**src/hdl/ps2mis_pkg.sv**
```systemverilog
// ----------------------------------------------------------------------------
// ps2mis_pkg
// Types, constants, the script ROM and the time compare shared by the
// PS/2 mouse start-up script sequencer.
// ----------------------------------------------------------------------------
package ps2mis_pkg;

	localparam int SCRIPT_DEPTH = 32;
	localparam int TIME_WIDTH   = 32;
	localparam int SCRIPT_LEN   = 16;

	localparam int POS_W     = $clog2(SCRIPT_DEPTH);
	localparam int ROM_IDX_W = $clog2(SCRIPT_LEN);
	localparam int CNT_W     = 7;
	localparam int CFG_W     = 16;
	localparam int CFG_IDX_W = 1;

	// register indexes of the write port
	localparam logic [CFG_IDX_W-1:0] CFG_POLL_INTERVAL = 1'b0;
	localparam logic [CFG_IDX_W-1:0] CFG_REPLY_TIMEOUT = 1'b1;

	localparam logic [CFG_W-1:0] POLL_INTERVAL_RESET = 16'd20;
	localparam logic [CFG_W-1:0] REPLY_TIMEOUT_RESET = 16'd3500;

	localparam logic [7:0] AWAIT_FLAG = 8'h80;
	localparam logic [7:0] COUNT_MASK = 8'h7f;

	localparam logic [7:0] SCRIPT_ROM [SCRIPT_LEN] = '{
		8'h01, 8'hff,
		8'h82,
		8'h08, 8'hf3, 8'd200, 8'hf3, 8'd100, 8'hf3, 8'd80, 8'hf2, 8'h01,
		8'h81,
		8'h01, 8'hf4,
		8'h00
	};

	typedef logic [TIME_WIDTH-1:0] time_t;
	typedef logic [POS_W-1:0]      pos_t;
	typedef logic [CNT_W-1:0]      cnt_t;

	typedef struct packed {
		logic        op;
		logic [31:0] now_ms;
		logic        rx_valid;
		logic [7:0]  rx_byte;
	} in_t;

	typedef struct packed {
		logic       tx_valid;
		logic [7:0] tx_byte;
		logic       rx_taken;
		logic       flush_rx;
		logic       done_res;
	} out_t;

	typedef struct packed {
		logic [CFG_W-1:0] poll_interval_ms;
		logic [CFG_W-1:0] reply_timeout_ms;
	} cfg_t;

	// words past the end of the script read as zero
	function automatic logic [7:0] script_word(input pos_t p);
		logic [7:0] w;
		w = 8'h00;
		if (int'(p) < SCRIPT_LEN) begin
			w = SCRIPT_ROM[ROM_IDX_W'(p)];
		end
		return w;
	endfunction

	// t has passed when now - t, read as signed, is above zero
	function automatic logic time_passed(input time_t now, input time_t t);
		time_t d;
		d = now - t;
		return (d != '0) && !d[TIME_WIDTH-1];
	endfunction

endpackage

```
**src/hdl/ps2mis_cfg.sv**
```systemverilog
// ----------------------------------------------------------------------------
// ps2mis_cfg
// Configuration registers: poll interval and reply timeout.
// ----------------------------------------------------------------------------
module ps2mis_cfg (
	input  logic                               clk,
	input  logic                               arst_n,
	input  logic                               cfg_we,
	input  logic [ps2mis_pkg::CFG_IDX_W-1:0]   cfg_index,
	input  logic [ps2mis_pkg::CFG_W-1:0]       cfg_data,
	output ps2mis_pkg::cfg_t                   cfg
);

	ps2mis_pkg::cfg_t cfg_q;

	always_ff @(posedge clk or negedge arst_n) begin
		if (!arst_n) begin
			cfg_q.poll_interval_ms <= ps2mis_pkg::POLL_INTERVAL_RESET;
			cfg_q.reply_timeout_ms <= ps2mis_pkg::REPLY_TIMEOUT_RESET;
		end else if (cfg_we) begin
			unique case (cfg_index)
				ps2mis_pkg::CFG_POLL_INTERVAL: cfg_q.poll_interval_ms <= cfg_data;
				ps2mis_pkg::CFG_REPLY_TIMEOUT: cfg_q.reply_timeout_ms <= cfg_data;
			endcase
		end
	end

	assign cfg = cfg_q;

endmodule

```
**src/hdl/ps2mis_step.sv**
```systemverilog
// ----------------------------------------------------------------------------
// ps2mis_step
// Script state and the per-poll update: throttle, start, send, await,
// timeout. Produces one result per processed poll.
// ----------------------------------------------------------------------------
module ps2mis_step (
	input  logic              clk,
	input  logic              arst_n,
	input  logic              fire,
	input  ps2mis_pkg::in_t   item,
	input  ps2mis_pkg::cfg_t  cfg,
	output ps2mis_pkg::out_t  res
);

	ps2mis_pkg::pos_t  pos_q, pos_d, pos_e, pos_inc;
	ps2mis_pkg::cnt_t  send_q, send_d, await_q, await_d, await_dec;
	ps2mis_pkg::time_t npt_q, npt_d, dl_q, dl_d, now_t;
	logic [7:0]        word;
	logic              poll_ok;
	logic              timeout;

	always_comb begin
		now_t   = ps2mis_pkg::TIME_WIDTH'(item.now_ms);
		pos_e   = item.op ? '0 : pos_q;
		pos_inc = (pos_e == ps2mis_pkg::POS_W'(ps2mis_pkg::SCRIPT_DEPTH - 1)) ?
			'0 : pos_e + 1'b1;
		word    = ps2mis_pkg::script_word(pos_e);
		poll_ok = ps2mis_pkg::time_passed(now_t, npt_q);
		await_dec = item.rx_valid ? await_q - 1'b1 : await_q;
		timeout   = !item.rx_valid && ps2mis_pkg::time_passed(now_t, dl_q);

		pos_d   = pos_e;
		send_d  = send_q;
		await_d = await_q;
		npt_d   = npt_q;
		dl_d    = dl_q;
		res     = '0;

		if (poll_ok) begin
			npt_d = now_t + ps2mis_pkg::TIME_WIDTH'(cfg.poll_interval_ms);
			priority if (pos_e == '0) begin
				res.flush_rx = 1'b1;
				res.rx_taken = item.rx_valid;
				send_d       = ps2mis_pkg::CNT_W'(word & ps2mis_pkg::COUNT_MASK);
				await_d      = '0;
				pos_d        = pos_inc;
			end else if (await_q != '0) begin
				res.rx_taken = item.rx_valid;
				await_d      = await_dec;
				if (timeout) begin
					res.flush_rx = 1'b1;
					pos_d        = '0;
				end
				// replies complete: fetch the next script word
				if (send_q == '0 && await_dec == '0) begin
					pos_d = pos_inc;
					if ((word & ps2mis_pkg::AWAIT_FLAG) != 8'h00) begin
						await_d = ps2mis_pkg::CNT_W'(word & ps2mis_pkg::COUNT_MASK);
					end else begin
						send_d = ps2mis_pkg::CNT_W'(word & ps2mis_pkg::COUNT_MASK);
					end
				end
			end else if (send_q != '0) begin
				res.tx_valid = 1'b1;
				res.tx_byte  = word;
				pos_d        = pos_inc;
				send_d       = send_q - 1'b1;
				await_d      = ps2mis_pkg::CNT_W'(1);
				dl_d         = now_t + ps2mis_pkg::TIME_WIDTH'(cfg.reply_timeout_ms);
			end else begin
				// script ended: hold position and counts
				pos_d = pos_e;
			end
		end

		res.done_res = (pos_d != '0) && (send_d == '0) && (await_d == '0);
	end

	always_ff @(posedge clk or negedge arst_n) begin
		if (!arst_n) begin
			pos_q   <= '0;
			send_q  <= '0;
			await_q <= '0;
			npt_q   <= '0;
			dl_q    <= '0;
		end else if (fire) begin
			pos_q   <= pos_d;
			send_q  <= send_d;
			await_q <= await_d;
			npt_q   <= npt_d;
			dl_q    <= dl_d;
		end
	end

endmodule

```
**src/hdl/ps2_mouse_init_script_sequencer_unit.sv**
```systemverilog
// ----------------------------------------------------------------------------
// ps2_mouse_init_script_sequencer_unit
// PS/2 mouse start-up script sequencer: one poll in, one result out.
// ----------------------------------------------------------------------------
//  channel  | direction | handshake            | beat
//  ---------+-----------+----------------------+------------------------------
//  in       | in        | in_valid / in_stall  | in_data  (op, now_ms, rx_*)
//  out      | out       | out_valid / out_stall| out_data (tx_*, rx_taken, ..)
//  cfg      | in        | cfg_we               | cfg_index, cfg_data
//
//  One beat per cycle sustained while out_stall stays low; a poll beat goes
//  to the input register, its result to the result register. The script
//  update sits between them. Reset zeroes script state, loads 20 ms / 3500 ms.
//  A stalled result holds in the result register while the next poll waits
//  in the input register; in_stall rises only when both are full.
// ----------------------------------------------------------------------------
module ps2_mouse_init_script_sequencer_unit (
	input  logic                             clk,
	input  logic                             arst_n,
	input  logic                             in_valid,
	output logic                             in_stall,
	input  ps2mis_pkg::in_t                  in_data,
	output logic                             out_valid,
	input  logic                             out_stall,
	output ps2mis_pkg::out_t                 out_data,
	input  logic                             cfg_we,
	input  logic [ps2mis_pkg::CFG_IDX_W-1:0] cfg_index,
	input  logic [ps2mis_pkg::CFG_W-1:0]     cfg_data
);

	ps2mis_pkg::cfg_t cfg;
	ps2mis_pkg::in_t  item_s1;
	ps2mis_pkg::out_t res;
	ps2mis_pkg::out_t out_q;
	logic             valid_s1;
	logic             out_valid_q;
	logic             out_load;
	logic             in_take;

	assign out_load = valid_s1 && (!out_valid_q || !out_stall);
	assign in_stall = valid_s1 && !out_load;
	assign in_take  = in_valid && !in_stall;

	ps2mis_cfg u_cfg (
		.clk       (clk),
		.arst_n    (arst_n),
		.cfg_we    (cfg_we),
		.cfg_index (cfg_index),
		.cfg_data  (cfg_data),
		.cfg       (cfg)
	);

	ps2mis_step u_step (
		.clk    (clk),
		.arst_n (arst_n),
		.fire   (out_load),
		.item   (item_s1),
		.cfg    (cfg),
		.res    (res)
	);

	always_ff @(posedge clk or negedge arst_n) begin
		if (!arst_n) begin
			valid_s1    <= 1'b0;
			out_valid_q <= 1'b0;
		end else begin
			if (in_take) begin
				valid_s1 <= 1'b1;
			end else if (out_load) begin
				valid_s1 <= 1'b0;
			end
			// drop the result once taken unless a new one replaces it
			if (out_load) begin
				out_valid_q <= 1'b1;
			end else if (!out_stall) begin
				out_valid_q <= 1'b0;
			end
		end
	end

	always_ff @(posedge clk) begin
		if (in_take) begin
			item_s1 <= in_data;
		end
		if (out_load) begin
			out_q <= res;
		end
	end

	assign out_valid = out_valid_q;
	assign out_data  = out_q;

endmodule

```
**config.mk**
```make
export PLATFORM = sky130hd
export DESIGN_NAME = ps2_mouse_init_script_sequencer_unit
export DESIGN_NICKNAME = d
export VERILOG_FILES = /design/src/hdl/ps2mis_pkg.sv /design/src/hdl/ps2mis_cfg.sv /design/src/hdl/ps2mis_step.sv /design/src/hdl/ps2_mouse_init_script_sequencer_unit.sv
export SDC_FILE = /design/constraint.sdc
export NUM_CORES = 1
export LEC_CHECK = 0
export BUFFER_PORTS_ARGS = -buffer_cell sky130_fd_sc_hd__buf_4
export CORE_MARGIN = 2
export CORE_UTILIZATION = 35
export CTS_CLUSTER_DIAMETER = 200
export DETAILED_ROUTE_END_ITERATION = 12
export RECOVER_POWER = 100
export SLEW_MARGIN = 20
export SYNTH_ARGS = -nofsm -noshare
export SYNTH_HDL_FRONTEND = slang
export SYNTH_SLANG_ARGS = --single-unit
```
**constraint.sdc**
```tcl
create_clock -name clk -period 5.1 [get_ports clk]
set_clock_uncertainty 0.15 [all_clocks]
set_input_delay 1.02 -clock clk [delete_from_list [all_inputs] [get_ports clk]]
set_output_delay 1.02 -clock clk [all_outputs]
set_load 0.02 [all_outputs]
```
==> impl_metrics.toml <==
[sta]
maxSlewHeadroom = -0.965
final_max_slew_viol_count = 89
grt_setup_unrepaired = "no"
tightest_slew_ns = 2.95
final_hold_viol_count = 0
post-route-min-period_ns = 4.80
finalWorstSetupSlack_ns = 0.298
tns_ns = 0
period_share = 0.942
clock.fmax_ghz = 0.208
setup_violations = 0

[finish]
layout-drive-gt1-share = 0.108
layout-area-overhead-vs-synth_pct = 12.2
nets = 1793
n_fill_cell = 3756
stdcell_count = 2104
multi_input_area_sq_um = 8110
finish.utilization = 0.401
antenna_cells = 0
regArea_sq_um = 4320
finalInstanceArea_sq_um = 14700

[clock_network]
worstSkewPairLatency_ns = 0.46
cts_root_buf = "clkbuf_16"
cts_buffers = 17
cts_resized = 0
cts_tree = "done"
htree_levels = 4
cts.path.max_buffers = 2
clock_sinks = 163
clk_pin_slew_ns = 0.07

[place]
hpwl_mm = 28.4
placed_area_sq_um = 14200
place_inst = 2067
pre_cts_ws_ns = 0.394
io_buffers = 69
place.gp.congestion = 0.918

[floorplanning]
coreArea_sq_um = 36800
die_w_um = 198
dieHeight_um = 198
start_util = 0.357
rows = 70
ios = 78
dieArea_sq_um = 39100

[synth]
yosysUniqueCellTypes = 83
synth-warning-count = 0
synthArstFlopShare = 0.718
synth_cells = 1561
avgSynthCellArea_sq_um = 8.42
ys_ff_latch = 163
synth_enable_flop_cells = 46
ys_seq_area_frac = 0.329
netlist_area_sq_um = 13100
syn_nets = 1731
ys.flop_type = "dfrtp_1"

[critical_path]
crit_path_end = "u_step.dl_q[20]"
reg2reg_slack_ns = 0.30
crit_slowest_cell = "ha_1"
crit_cells = 15
cp_max_fo = 42
start_kind = "flop"
end_kind = "flop"
crit_buf_inv = 2
cp_top_family = "compound AO/OA/AOI/OAI gates"
critPathRequiredTime_ns = 5.26
arrival_ns = 4.96
criticalPathCategory = "flop to flop"
slowest_delay_ns = 0.53
r2r_cells = 15
r2r-end = "u_step.dl_q[20]"
rr_startpoint = "item_s1[15]"
cp-startpoint = "item_s1[15]"
crit_chain = "ha_1 > o21a_1 > o211ai_1 > a211o_1 > o211a_1 > mux2i_1 > o31ai_1 > or4_1 > a2111oi_0 > a31o_1 > buf_12 > nor3_2 > clkbuf_4 > nor2_1 > a21oi_1"

[global_route]
track_usage = 0.195
grt_pass1_vias = 11400
grt_overflow = 0
grt_pass1_wl_mm = 60.1
grt_max_degree = 56
antenna_found_initial = 0

[status]
failed_checks = "max-capacitance violations, max-slew violations"
status = "complete, but fails checks"

[run]
timing.max_cap.violations = 2

[power]
p_leak_nw = 6.25
cellPowerDensity_nw_per_um2 = 581
irDropWorstVdd_mv = 0.296

[hold_path]
hold_class = "flop to flop"

[route]
drc = 0
drt-vias-per-instance = 5.59
dr.pass1.iters = 5
drtIter0Drc = 844
antenna_left = 0
wl_per_cell_um = 17.6
vias = 11800
routed_wl_mm = 37.1
## worst register-to-register path: cells and delay by family, from the launching register on
kind / cells / cell delay (ns)
muxes: 1 / 0.17
DFF: 1 / 0.52
AOI/OAI and AO/OA: 8 / 2.02
adders and majority gates: 1 / 0.53
buffers and inverters: 2 / 0.56
and+or+nand+nor: 3 / 0.71
## routing by layer
layer	wire length, um	global-route usage	share of wire	vias up
met5	0	0	0	-
met4	845	0.0646	0.023	0
met3	1430	0.0238	0.039	52
met2	18000	0.337	0.49	279
met1	16800	0.253	0.45	5653
li1	-	-	-	5778
## cells by family after synthesis
logic type      after synthesis  synth area share
flops                       163             0.329
buf+inv                     174            0.0546
simple gates                509             0.185
xor+xnor                     85            0.0567
fa+ha+maj                   106             0.103
compound gates              463             0.222
mux                          61            0.0504
## flip-flops by register name, indices dropped and copies added (netlist names)
register        cells
item_s1            34
out_data           12
out_valid           1
u_cfg.cfg          32
u_step.await_q      7
u_step.dl_q        32
u_step.npt_q       32
u_step.pos_q        5
u_step.send_q       7
valid_s1            1
## final cells by class
| cell class | instances | area share |
|---|---|---|
| clock buffer | 19 | 0.0294 |
| multi-input combinational | 1225 | 0.550 |
| timing repair buffer | 100 | 0.0480 |
| clock inverter | 13 | 0.00985 |
| tap | 468 | 0.0397 |
| inverter | 116 | 0.0295 |
| sequential | 163 | 0.293 |
## worst min path at each step
stage | depth (start not counted) | to | start
2_1_floorplan | 1 | out_valid | valid_s1
3_3_place_gp | 1 | out_valid | valid_s1
3_5_place_dp | 1 | u_step.dl_q[0] | u_step.dl_q[0]
4_1_cts | 1 | u_step.dl_q[0] | u_step.dl_q[0]
5_1_grt | 1 | u_step.dl_q[0] | u_step.dl_q[0]
6_report | 1 | u_step.dl_q[0] | u_step.dl_q[0]
## through the flow
step	power [mW]	hold slack, ns
after global placement	7.17	0.321
after detailed placement	7.22	0.330
after CTS	8.57	0.347
after global routing	9.31	0.364
final	8.56	0.344
after floorplan	5.89	0.307
## cells in the final DEF (no fill, tap or decap), types with 46 or more instances in the layout
cell type,synthesis,layout
nand2_1,122,122
nand3_1,47,47
dfrtp_1,108,108
edfxtp_1,46,46
xnor2_1,71,71
a21oi_1,149,149
o21ai_0,106,107
ha_1,102,102
inv_1,116,116
nor2_1,167,168
## cells in the mapped netlist (14+ instances only)
library cell	n	area, sq um
nor3_1	22	110
a31oi_1	14	87.6
xor2_1	14	123
o21a_1	17	128
nand4_1	20	125
edfxtp_1	46	1380
and3_1	15	93.8
mux2_2	33	372
and2_1	14	87.6
or4_1	14	105
buf_2	15	75.1
xnor2_1	71	622
mux2i_1	20	200
a21o_1	38	285
nor2b_1	17	106
nor2_1	167	627
nand2_1	122	458
nand3_1	47	235
a211oi_1	18	135
a21oi_1	149	746
o21ai_0	106	531
nand2b_1	27	169
inv_1	116	435
ha_1	102	1280
dfrtp_1	108	2700
clkbuf_1	35	131
## report_power, final
part	internal (mW)	switching, mW	leakage (nW)
clock	0.693	0.610	0.283
sequential	1.76	0.252	1.81
combinational	2.03	3.22	4.15
total	4.49	4.08	6.25
## repair_timing
item,CTS,global route
endpoints found under the setup margin,0,27
setup buffers,0,4
hold buffers,0,0
(Power assumes the default switching activity.)
